[src/rtl/swmm_pkg.sv]
// swmm_pkg: shared constants, types and helpers for the sliding window min/max block
// no dependencies; imported by sliding_window_min_max and its checker
package swmm_pkg;

   localparam int WINDOW     = 6;
   localparam int PRICE_BITS = 24;
   localparam int SEQ_W      = 16;
   localparam int POS_W      = (WINDOW > 1) ? $clog2(WINDOW) : 1;
   localparam int CNT_W      = $clog2(WINDOW + 1);
   localparam int SUM_W      = CNT_W + 1;

   typedef logic [PRICE_BITS-1:0] price_type;
   typedef logic [SEQ_W-1:0]      seq_type;
   typedef logic [POS_W-1:0]      pos_type;
   typedef logic [CNT_W-1:0]      cnt_type;

   // ring position head + k, k never above WINDOW
   function automatic pos_type wrap_pos(input pos_type head, input cnt_type k);
      logic [SUM_W-1:0] s;
      s = SUM_W'(head) + SUM_W'(k);
      if (s >= SUM_W'(WINDOW)) begin
         s = s - SUM_W'(WINDOW);
      end
      return s[POS_W-1:0];
   endfunction

endpackage

[src/rtl/sliding_window_min_max.sv]
// sliding_window_min_max: windowed max of bar highs and min of bar lows
// depends on swmm_pkg
//
// usage
//  - req channel: one word per price bar, req_bar_high and req_bar_low, unsigned
//    prices in hundredths; valid/ready handshake
//  - rsp channel: one word per bar, rsp_window_high (max high) and rsp_window_low
//    (min low) over the last WINDOW bars, the current bar included
//  - two monotonic deques (high, low) live in small register rings; a single
//    comparator walks them under a small sequencer, one entry per cycle
//  - per bar: an accept, then for each deque the expired front entries one by
//    one plus a check, the popped back entries one by one plus a check, a push
//    and a front read, then a handover; the first bar after reset finds both
//    deques empty and skips the checks
//  - req_ready is high only while the sequencer is idle; the result register
//    separates the two sides, so the next bar is taken while a result waits
//  - a stalled receiver holds the result; a finished bar waits in the done
//    state until the result register is free
//  - reset (synchronous, active high) empties both deques, clears the bar
//    sequence and drops any pending result word
module sliding_window_min_max (
   input  logic                clock,
   input  logic                reset,
   input  logic                req_valid,
   output logic                req_ready,
   input  swmm_pkg::price_type req_bar_high,
   input  swmm_pkg::price_type req_bar_low,
   output logic                rsp_valid,
   input  logic                rsp_ready,
   output swmm_pkg::price_type rsp_window_high,
   output swmm_pkg::price_type rsp_window_low
);
   import swmm_pkg::*;

   // sequencer codes
   localparam logic [2:0] ST_IDLE   = 3'd0;
   localparam logic [2:0] ST_EXPIRE = 3'd1;
   localparam logic [2:0] ST_POP    = 3'd2;
   localparam logic [2:0] ST_PUSH   = 3'd3;
   localparam logic [2:0] ST_FRONT  = 3'd4;
   localparam logic [2:0] ST_DONE   = 3'd5;

   // deque select: 0 keeps maxima of highs, 1 keeps minima of lows
   localparam logic DQ_HIGH = 1'b0;
   localparam logic DQ_LOW  = 1'b1;

   logic [2:0] state_ff, state_in;
   logic       sel_ff, sel_in;
   pos_type    head_ff [2];
   pos_type    head_in [2];
   cnt_type    count_ff [2];
   cnt_type    count_in [2];
   seq_type    seq_ff, seq_in;

   // latched bar
   price_type  bar_high_ff, bar_low_ff;

   // deque storage, one ring per deque
   price_type  val_mem [2][WINDOW];
   seq_type    idx_mem [2][WINDOW];

   // front values of the current bar
   price_type  front_ff [2];

   logic       rsp_valid_ff, rsp_valid_in;
   price_type  rsp_high_ff, rsp_low_ff;

   // datapath
   pos_type    cur_head;
   cnt_type    cur_cnt;
   pos_type    rd_pos;
   pos_type    wr_pos;
   logic       wr_en;
   logic       full;
   price_type  rd_val;
   seq_type    rd_idx;
   seq_type    age;
   price_type  new_val;
   price_type  cmp_a, cmp_b;
   logic       cmp_lt;
   logic       front_load;
   logic       rsp_load;

   assign cur_head = head_ff[sel_ff];
   assign cur_cnt  = count_ff[sel_ff];
   assign new_val  = (sel_ff == DQ_LOW) ? bar_low_ff : bar_high_ff;
   assign full     = (cur_cnt == CNT_W'(WINDOW));

   // one read address per cycle: front for expiry and result, back for pops
   always_comb begin
      case (state_ff)
         ST_POP:  rd_pos = wrap_pos(cur_head, cur_cnt - CNT_W'(1));
         default: rd_pos = cur_head;
      endcase
   end

   assign rd_val = val_mem[sel_ff][rd_pos];
   assign rd_idx = idx_mem[sel_ff][rd_pos];
   assign age    = seq_ff - rd_idx;

   // full ring cannot happen after expiry; then the oldest slot is overwritten
   assign wr_pos = full ? cur_head : wrap_pos(cur_head, cur_cnt);
   assign wr_en  = (state_ff == ST_PUSH);

   // the shared comparator: age check during expiry, dominance during pops
   always_comb begin
      case (state_ff)
         ST_EXPIRE: begin
            cmp_a = PRICE_BITS'(age);
            cmp_b = PRICE_BITS'(WINDOW);
         end
         ST_POP: begin
            if (sel_ff == DQ_HIGH) begin
               cmp_a = rd_val;
               cmp_b = new_val;
            end else begin
               cmp_a = new_val;
               cmp_b = rd_val;
            end
         end
         default: begin
            cmp_a = '0;
            cmp_b = '0;
         end
      endcase
   end

   assign cmp_lt = (cmp_a < cmp_b);

   assign req_ready  = (state_ff == ST_IDLE);
   assign front_load = (state_ff == ST_FRONT);
   assign rsp_load   = (state_ff == ST_DONE) && (!rsp_valid_ff || rsp_ready);

   // sequencer
   always_comb begin
      state_in    = state_ff;
      sel_in      = sel_ff;
      head_in     = head_ff;
      count_in    = count_ff;
      seq_in      = seq_ff;
      case (state_ff)
         ST_IDLE: begin
            if (req_valid) begin
               sel_in   = DQ_HIGH;
               state_in = ST_EXPIRE;
            end
         end
         ST_EXPIRE: begin
            // drop a front entry WINDOW or more bars old
            if (cur_cnt == '0) begin
               state_in = ST_PUSH;
            end else if (!cmp_lt) begin
               head_in[sel_ff]  = wrap_pos(cur_head, CNT_W'(1));
               count_in[sel_ff] = cur_cnt - CNT_W'(1);
            end else begin
               state_in = ST_POP;
            end
         end
         ST_POP: begin
            // strictly dominated back entries go; equal values stay
            if (cur_cnt == '0) begin
               state_in = ST_PUSH;
            end else if (cmp_lt) begin
               count_in[sel_ff] = cur_cnt - CNT_W'(1);
            end else begin
               state_in = ST_PUSH;
            end
         end
         ST_PUSH: begin
            if (full) begin
               head_in[sel_ff] = wrap_pos(cur_head, CNT_W'(1));
            end else begin
               count_in[sel_ff] = cur_cnt + CNT_W'(1);
            end
            state_in = ST_FRONT;
         end
         ST_FRONT: begin
            if (sel_ff == DQ_HIGH) begin
               sel_in   = DQ_LOW;
               state_in = ST_EXPIRE;
            end else begin
               state_in = ST_DONE;
            end
         end
         ST_DONE: begin
            if (rsp_load) begin
               seq_in   = seq_ff + SEQ_W'(1);
               state_in = ST_IDLE;
            end
         end
         default: begin
            state_in = ST_IDLE;
         end
      endcase
   end

   // result register: load on handover, clear when taken
   always_comb begin
      rsp_valid_in = rsp_valid_ff;
      if (rsp_load) begin
         rsp_valid_in = 1'b1;
      end else if (rsp_ready) begin
         rsp_valid_in = 1'b0;
      end
   end

   // control state
   always_ff @(posedge clock) begin
      if (reset) begin
         state_ff     <= ST_IDLE;
         sel_ff       <= DQ_HIGH;
         head_ff      <= '{default: '0};
         count_ff     <= '{default: '0};
         seq_ff       <= '0;
         rsp_valid_ff <= 1'b0;
      end else begin
         state_ff     <= state_in;
         sel_ff       <= sel_in;
         head_ff      <= head_in;
         count_ff     <= count_in;
         seq_ff       <= seq_in;
         rsp_valid_ff <= rsp_valid_in;
      end
   end

   // payload registers
   always_ff @(posedge clock) begin
      if (req_valid && req_ready) begin
         bar_high_ff <= req_bar_high;
         bar_low_ff  <= req_bar_low;
      end
      if (front_load) begin
         front_ff[sel_ff] <= rd_val;
      end
      if (rsp_load) begin
         rsp_high_ff <= front_ff[DQ_HIGH];
         rsp_low_ff  <= front_ff[DQ_LOW];
      end
   end

   // deque rings
   always_ff @(posedge clock) begin
      if (wr_en) begin
         val_mem[sel_ff][wr_pos] <= new_val;
         idx_mem[sel_ff][wr_pos] <= seq_ff;
      end
   end

   assign rsp_valid       = rsp_valid_ff;
   assign rsp_window_high = rsp_high_ff;
   assign rsp_window_low  = rsp_low_ff;

endmodule

[config.mk]
export PLATFORM = sky130hd
export DESIGN_NAME = sliding_window_min_max
export DESIGN_NICKNAME = d
export VERILOG_FILES = /design/src/rtl/swmm_pkg.sv /design/src/rtl/sliding_window_min_max.sv
export SDC_FILE = /design/constraint.sdc
export NUM_CORES = 1
export LEC_CHECK = 0
export BUFFER_PORTS_ARGS = -buffer_cell sky130_fd_sc_hd__buf_2
export CAP_MARGIN = 5
export CORE_MARGIN = 2
export CORE_UTILIZATION = 44
export DETAILED_ROUTE_END_ITERATION = 16
export GPL_TIMING_DRIVEN = 0
export HOLD_SLACK_MARGIN = 0.03
export PLACE_DENSITY = 0.74
export SETUP_SLACK_MARGIN = 0.5
export SKIP_LAST_GASP = 1
export SYNTH_ARGS = -nofsm -noshare
export SYNTH_HDL_FRONTEND = slang
export SYNTH_SLANG_ARGS = --single-unit
export TNS_END_PERCENT = 20
[constraint.sdc]
create_clock -name clock -period 8.5 [get_ports clock]
set_input_delay 0.85 -clock clock [delete_from_list [all_inputs] [get_ports clock]]
set_output_delay 0.85 -clock clock [all_outputs]
set_load 0.1 [all_outputs]
## Yosys cells after proc, flatten, opt, wreduce, memory -nomap -nowiden

Memory sizes are Yosys's and may differ from the RTL's. A register that Yosys moved wholly into a read port is not among the register bits.
Index checks and enable logic that the tools add are counted.
W data, S select, Z words.

| word-level totals | value |
|---|---|
| bits in registers | 81 |
| bits in latches | 0 |
| bits in writable memories | 528 |
| bits in read-only memories | 0 |
| memories kept | 3 |

Memories:

| memory | words | width | rd ports | clocked after memory_dff | write ports | RTL line | source |
|---|---|---|---|---|---|---|---|
| val_mem | 2 | 144 | 1 | 1 | 1 | sliding_window_min_max.sv:59 | `price_type val_mem [2][WINDOW];` |
| idx_mem | 2 | 96 | 1 | 1 | 1 | sliding_window_min_max.sv:60 | `seq_type idx_mem [2][WINDOW];` |
| front_ff | 2 | 24 | 2 | 2 | 1 | sliding_window_min_max.sv:63 | `price_type front_ff [2];` |

| cells by class | value |
|---|---|
| add/sub/neg operators | 10 |
| $mul | 0 |
| div/mod/pow operators | 0 |
| magnitude comparators | 9 |
| equality and inequality tests | 16 |
| shift-type cells | 0 |
| mux-type cells | 68 |
| bitwise operators | 3 |
| reductions and logical operators | 17 |

Operators with widths:

| cell | number |
|---|---|
| $mux W144 | 1 |
| $mux W24 | 6 |
| $mux W96 | 1 |
| $pmux W24 S2 | 2 |
| $bmux W24 S3 | 1 |
| $demux W24 S3 | 1 |
| $mux W3 | 24 |
| $bmux W16 S3 | 1 |
| $demux W16 S3 | 1 |
| $mux W16 | 3 |
| $mux W6 | 8 |
| $bwmux W6 | 4 |
| $lt A24 B24 Y1 | 1 |
| $pmux W3 S6 | 1 |
| $pmux W6 S3 | 1 |
| $add A16 B1 Y16 const B | 1 |
| $sub A16 B16 Y16 | 1 |
| $ne A2 B2 Y1 const B | 7 |
| $ge A4 B3 Y1 const B | 3 |
| $pmux W6 S2 | 1 |
| $mux W1 | 10 |
| $eq A3 B3 Y1 const B | 3 |
| $sub A3 B3 Y3 const B | 3 |
| $add A3 B3 Y4 | 2 |
| other kinds (24) | 36 |

## Logic depth before layout (Yosys ltp)

Gate-level depths: netlist of the first run.

| logic depth | value |
|---|---|
| depth in word-level cells | 23 |
| gate-level depth with buffers | 39 |
| mapped depth without buffers | 35 |

## Least setup slack after synthesis of the first run

No wires, ideal clock.

| timing | value |
|---|---|
| path type | register to register |
| start | reg sel_ff |
| end | reg with a tool-made name |
| arrival | 8.131 ns |
| data required time | 8.377 ns |
| setup slack | 0.246 ns |
| cell stages (with the launch flop) | 40 |
| buffers on the path | 5 |
| cells stage by stage | dfxtp_1 clkbuf_1 clkbuf_1 mux2_2 inv_1 ha_1 inv_1 ha_1 a21o_1 a21o_1 mux2i_1 o21ai_0 clkbuf_1 clkbuf_1 clkbuf_1 nand3_1 o21ai_0 ha_1 [... 4 more ...] o21ai_0 a21oi_1 a31o_2 a2111o_1 a31oi_1 xor2_1 o21ai_0 ha_1 a21oi_1 nor2b_1 o21ai_0 nand2_1 nor3_1 o211ai_1 o21bai_2 or3_4 a31oi_2 mux2_1 |

RTL lines:

| what | RTL line | source |
|---|---|---|
| start, declared | sliding_window_min_max.sv:48 | `logic sel_ff, sel_in;` |
| start signal, assigned | sliding_window_min_max.sv:218 | `sel_ff <= sel_in;` |

## Final worst setup path of the first run

| timing | value |
|---|---|
| start | reg sel_ff |
| end | reg count_ff[4] (netlist bit) |

| between the ends | value |
|---|---|
| word-level cells in the longest chain between the ends | 18 |
| elaborated cells between the ends (all ways) | 49 |

RTL lines:

| what | RTL line | source |
|---|---|---|
| $not A1 Y2 (implied by the code) | - |  |
| $mux W3 (implied by the code) (3 in series) | sliding_window_min_max.sv:85 | `assign cur_cnt = count_ff[sel_ff];` |
| $sub A3 B1 Y3 | sliding_window_min_max.sv:92, sliding_window_min_max.sv:154, sliding_window_min_max.sv:164 |  |
| $add A3 B3 Y4 | swmm_pkg.sv:20 | `s = SUM_W'(head) + SUM_W'(k);` |
| $ge A4 B3 Y1 or $sub A3 B3 Y3 (tied branches) | swmm_pkg.sv:21, swmm_pkg.sv:22 |  |
| $mux W3 | swmm_pkg.sv:21 | `if (s >= SUM_W'(WINDOW)) begin` |
| $mux W3 | sliding_window_min_max.sv:91 | `case (state_ff)` |
| $not A3 Y4 (implied by the code) | sliding_window_min_max.sv:97, sliding_window_min_max.sv:98 |  |
| $bmux W16 S3 or $bmux W24 S3 (tied branches) | sliding_window_min_max.sv:98, sliding_window_min_max.sv:97 |  |
| $mux W16 (implied by the code) or $mux W24 (tied branches) (2 in series) | sliding_window_min_max.sv:98, sliding_window_min_max.sv:97 |  |
| $sub A16 B16 Y16 or $mux W24 (tied branches) | sliding_window_min_max.sv:99, sliding_window_min_max.sv:113 |  |
| $pmux W24 S2 | sliding_window_min_max.sv:107 | `case (state_ff)` |
| $lt A24 B24 Y1 | sliding_window_min_max.sv:128 | `assign cmp_lt = (cmp_a < cmp_b);` |
| $ne A2 B2 Y1 (no line) | - |  |
| $reduce_and A6 Y1 (no line) | - |  |
| end signal, assigned | sliding_window_min_max.sv:220 | `count_ff <= count_in;` |
| end, declared | sliding_window_min_max.sv:51 | `cnt_type count_ff [2];` |

Parallel ways exist; a longest one is shown, timed or not. The select of a mux whose other input is x is not followed.
A chain may end at the register's enable or synchronous reset.

==> results of run 1 <==
## logic make-up after synthesis
logic type / Yosys count / synth area share
DFF: 658 / 0.725
and+or+nand+nor: 302 / 0.0497
AOI/OAI and AO/OA: 218 / 0.0493
muxes: 172 / 0.122
buffers and inverters: 117 / 0.0173
adders and majority gates: 54 / 0.0261
xor gates and xnor gates: 32 / 0.0105
## what timing repair did
action	4_1_cts	5_1_grt
pin swaps	26	23
gates resized for setup	117	21
setup endpoints to repair	14	13
buffers inserted	21	10
## synthesized netlist by cell type, drive strengths merged, types with 2 or more instances
library cell,count
o211ai,25
nand2,129
dfxtp,34
a211oi,3
nand3b,2
nand2b,10
xor2,15
a21o,9
or2,3
mux4,119
mux2,32
o21bai,2
inv,41
and2,3
nor3,14
fa,3
or3,4
nand4,8
clkbuf,57
nor2b,17
a21oi,84
xnor2,17
edfxtp,624
ha,51
o21ai,29
nor2,87
nand3,19
a31oi,39
a31o,2
o21a,5
and3,3
buf,18
o22ai,11
mux2i,21
## final cells by class
type                            count  area [um^2]
Buffer                             75          539
Clock buffer                       88         1900
Clock inverter                     34          352
Fill cell                        4544        28500
Inverter                           42          165
Multi-Input combinational cell    778         7260
Sequential cell                   658        19400
Tap cell                          782          978
Timing Repair Buffer              157         1160
## routing by layer
metal | GRT usage | wire [um] | vias up
met1 | 0.285 | 26100 | 7793
met4 | 0.0915 | 2840 | 0
met3 | 0.0405 | 6070 | 201
li1 | - | - | 6564
met5 | 0 | 0 | -
met2 | 0.335 | 31200 | 945
## worst max-delay path, delay by kind of cell, from the launching register on
| kind | cells | cell delay (ps) |
|---|---|---|
| flops | 1 | 360 |
| fa+ha+maj | 4 | 1130 |
| simple gates | 7 | 1090 |
| buf+inv | 6 | 740 |
| mux | 5 | 1230 |
| compound gates | 15 | 2810 |
| xor+xnor | 2 | 550 |
## state kept, by name (all words and copies together) (netlist names), 4 cells and up, named ones only
signal,flops
bar_high_ff,24
bar_low_ff,24
count_ff,4
front_ff,48
head_ff,6
idx_mem,192
rsp_window_high,24
rsp_window_low,24
seq_ff,16
val_mem,288
## power groups by stage
| stage | clock network [mW] | logic, mW | registers (mW) |
|---|---|---|---|
| floorplan | 0 | 2.07 | 3.97 |
| global placement | 0 | 2.89 | 3.98 |
| detailed placement | 0 | 3.01 | 3.97 |
| CTS | 3.04 | 3.34 | 3.91 |
| global route | 3.17 | 3.76 | 3.92 |
| finish | 3.00 | 3.52 | 3.91 |
## worst paths after layout
check / start / endpoint / slack, ps / cells after the start
worst max-delay path: sel_ff / count_ff[4] / 490 / 39
worst min-delay path: req_bar_high[18] / bar_high_ff[18] / 410 / 1
worst max register to register: sel_ff / count_ff[4] / 490 / 39
worst min register to register: front_ff[0][22] / rsp_window_high[22] / 410 / 0
==> impl_metrics.yaml, run 1 <==
run_status:
  status: "complete, no violations"
worst_setup_path:
  end_kind: "flop"
  arrival_ps: 8550
  crit_fanout: 6
  cp-start-kind: "flop"
  worstSetupPathType: "flop to flop"
  critPathSlowestCell: "or3_4"
  required_ps: 9040
  slowest_delay_ps: 410
clocking:
  clk_path_buf_depth: 3
  htreeDepth: 3
  clock-sinks: 658
  numCtsBuffers: 69
  cts_tree: "yes"
  holdBufCountCts: 0
  clk_latency_ps: 620
  clk_transition_reported_paths_ps: 60
  cts_root_buffer: "clkbuf_16"
die:
  dieArea_um2: 62900
  rows: 90
  ios: 102
  initial_core_util: 0.445
  fp.coreArea_um2: 60200
  die-height_um: 251
  die_w_um: 251
synth:
  synthCells: 1553
  synth_edf_count: 624
  synth_flop_cell: "edfxtp_1"
  synth_top_area_cell: "edfxtp_1"
  ys_warn_count: 0
  async_flop_share: 0
  synth_nets: 1659
  ys_top_cells_by_area: "edfxtp_1 70%, mux4_2 10%, dfxtp_1 2.5%"
  ys_types: 59
  syn_avg_cell_area_um2: 17.2
  synth_top_area_frac: 0.700
  ys_seq_area_frac: 0.725
  ys_ff_latch: 658
  netlist_area_um2: 26800
power_and_ir_drop:
  internal_power_mw: 7.04
  comb_power_share: 0.337
  p_sw_mw: 3.39
  p_sw_frac: 0.325
  p_per_area_nw_per_um2: 328
  ir_drop_mv: 0.194
  leakagePower_nw: 10.5
  power_mw: 10.4
  seq_power_share: 0.375
  p_clk_frac: 0.288
sta:
  finalMaxSlewViolations: 0
  period_needed_ps: 8010
  tns_ps: 0
  relSlewSlack: 0.151
  fmax_ghz: 0.125
  skew_ps: 31.8
  layout_setup_ws_ps: 492
  tightest_slew_ps: 1260
  holdWs_ps: 411
  hold_violations: 0
  min_period_over_period: 0.942
  rsz0062_at_grt: "yes"
  setup_violations: 0
routing:
  vias: 15503
  totalWireLength_mm: 66.2
  dr.pass1.iters: 8
  drcViolationCount: 0
  ant_nets: 0
  vias_per_cell: 5.93
  drt_first_iter_violations: 1995
  avgRoutedWirePerCell_um: 25.3
layout:
  design_area_um2: 31800
  postLayoutCoreUtil: 0.527
  area_growth_pct: 18.6
  drive_gt1_frac: 0.279
  stdcell_count: 2614
  nets: 1887
  diodes: 0
  final_cell_mix: "624 x edfxtp_1, 128 x nand2_1, 119 x mux4_2"
  layout_commonest_cell: "edfxtp_1"
grt:
  grt-ovfl-total: 0
  grtUsageTotal: 0.211
  grt_pass1_vias: 15649
  antenna_found_initial: 0
  grt_pass1_wl_mm: 97.8
  grt_max_degree: 31
place:
  post_dp_cell_area_um2: 28800
  preCtsSetupSlack_ps: -2500
  gp_congestion: 0.905
  io_buffers: 101
  hpwl_mm: 43.0
  placed_cells: 2460
job:
  maxCapViolations: 0
hold_path:
  hp-class: "input port to flop"
Note: power is estimated with default switching activity, not from simulation.
==> inputs of run 2 (changes only) <==
--- a/config.mk
+++ b/config.mk
@@ -12,7 +12,8 @@
 export DETAILED_ROUTE_END_ITERATION = 16
 export GPL_TIMING_DRIVEN = 0
 export HOLD_SLACK_MARGIN = 0.03
-export PLACE_DENSITY = 0.74
+export PLACE_DENSITY = 0.72
+export REMOVE_ABC_BUFFERS = 1
 export SETUP_SLACK_MARGIN = 0.5
 export SKIP_LAST_GASP = 1
 export SYNTH_ARGS = -nofsm -noshare
==> constraint.sdc (replaced) <==
create_clock -name clock -period 10.2 [get_ports clock]
set_input_delay 1.02 -clock clock [delete_from_list [all_inputs] [get_ports clock]]
set_output_delay 1.02 -clock clock [all_outputs]
set_load 0.1 [all_outputs]
==> impl_metrics.yaml, run 2 (synthesis results as in run 1) <==
sta:
  tns_ps: 0
  holdWs_ps: 413
  setup_violations: 0
  min_period_over_period: 0.893
  skew_ps: 15.1
  hold_violations: 0
  period_needed_ps: 9110
  fmax_ghz: 0.110
  tightest_slew_ps: 1200
  relSlewSlack: 0.195
  finalMaxSlewViolations: 0
  layout_setup_ws_ps: 1090
  rsz0062_at_grt: "no"
routing:
  ant_nets: 0
  dr.pass1.iters: 6
  drt_first_iter_violations: 1207
  vias: 14636
  drcViolationCount: 0
  totalWireLength_mm: 60.6
  vias_per_cell: 5.79
  avgRoutedWirePerCell_um: 24.0
place:
  io_buffers: 101
  placed_cells: 2402
  preCtsSetupSlack_ps: -508
  hpwl_mm: 36.9
  gp_congestion: 0.765
layout:
  largest_reg_flops: 288
  area_growth_pct: 16.1
  nets: 1802
  reg.largest.list: "val_mem x288, idx_mem x192, front_ff x48"
  diodes: 0
  multiInputGateArea_um2: 7110
  final_cell_mix: "624 x edfxtp_1, 129 x nand2_1, 119 x mux4_2"
  layout_commonest_cell: "edfxtp_1"
  fillers: 4594
  drive_gt1_frac: 0.246
  stdcell_count: 2529
  ff_latch_area_um2: 19400
  top_register: "val_mem"
worst_setup_path:
  worstSetupPathType: "flop to flop"
  arrival_ps: 9630
  slowest_delay_ps: 420
  crit_fanout: 42
  required_ps: 10720
  end_kind: "flop"
  cp-start-kind: "flop"
  cpMostUsedCell: "ha_1"
  critPathSlowestCell: "a2111o_1"
die:
  ios: 102
  rows: 90
  die_w_um: 251
  die-height_um: 251
  fp.coreArea_um2: 60200
  dieArea_um2: 62900
  initial_core_util: 0.445
power_and_ir_drop:
  seq_power_share: 0.395
  internal_power_mw: 5.61
  power_mw: 8.22
  p_clk_frac: 0.273
  ir_drop_mv: 0.145
  p_per_area_nw_per_um2: 264
  p_sw_mw: 2.61
  comb_power_share: 0.332
  leakagePower_nw: 10.2
  p_sw_frac: 0.318
clocking:
  numCtsBuffers: 61
  clock-sinks: 658
  clk_transition_reported_paths_ps: 60
  clk_latency_ps: 630
  cts_tree: "yes"
  htreeDepth: 2
  clk_path_buf_depth: 3
  holdBufCountCts: 0
  cts_root_buffer: "clkbuf_16"
grt:
  grt_pass1_vias: 14913
  grt-ovfl-total: 0
  grt_pass1_wl_mm: 90.2
  grt_max_degree: 47
  grtUsageTotal: 0.191
  antenna_found_initial: 4
hold_path:
  hp-class: "flop to flop"
run_status:
  status: "complete, no violations"
job:
  maxCapViolations: 0
## run 2: changes by cell type in the layout (fill, tap and decap cells not counted), moves of 10 or more
cell / delta
buf_6: -10
buf_12: +10
clkbuf_2: -10
clkbuf_1: -27
buf_4: -26
clkbuf_16: -12
## run 2: power by group through the flow
stage                     Combinational, mW  Clock (mW)  Sequential, mW
after floorplan                        2.00           0            3.36
after global placement                 2.36           0            3.36
after global routing                   2.94        2.38            3.26
after CTS                              2.65        2.28            3.25
after detailed placement               2.58           0            3.31
final                                  2.73        2.24            3.25
## run 2: area by class of cell
| type | count | area share |
|---|---|---|
| flip-flops and latches | 658 | 0.625 |
| clock inverters | 26 | 0.00760 |
| inverters | 42 | 0.00507 |
| repair buffers | 153 | 0.0467 |
| clock buffers | 88 | 0.0560 |
| multi-input cells | 780 | 0.229 |
| well taps | 782 | 0.0315 |
## run 2: per-stage QoR
step           utilization  area [um^2]
2_1_floorplan            -        26500
4_1_cts              0.515        31000
3_5_place_dp         0.480        28900
3_3_place_gp         0.464        28000
5_1_grt              0.516        31100
6_report             0.516        31100
## run 2: critical path, delay by kind of cell (launching register included)
| kind | cells | cell delay [ps] |
|---|---|---|
| xor+xnor | 2 | 310 |
| buf+inv | 3 | 580 |
| compound gates | 16 | 3740 |
| fa+ha+maj | 4 | 1270 |
| simple gates | 6 | 1040 |
| flops | 1 | 390 |
| mux | 5 | 1630 |
## run 2: path summary, 6_finish.rpt
kind	from	end	slack, ps	cells past startpoint
max	sel_ff	flop	1090	36
min reg2reg	front_ff[0][1]	rsp_window_high[1]	410	0
min	front_ff[0][1]	rsp_window_high[1]	410	0
max reg2reg	sel_ff	flop	1090	36
## run 2: timing repair
item,in CTS,in global routing
cloned,2,1
gates resized for setup,5,5
pin swaps,1,1
buffers inserted,3,7
endpoints found under the setup margin,14,13
## run 2: per-layer routing
metal,vias to the layer above,track usage,routed length [um],share of wire
met5,-,0,53,0.00087
met1,7459,0.244,23200,0.38
met3,124,0.0391,4730,0.078
met2,645,0.326,30800,0.51
li1,6400,-,-,-
met4,8,0.0664,1790,0.030
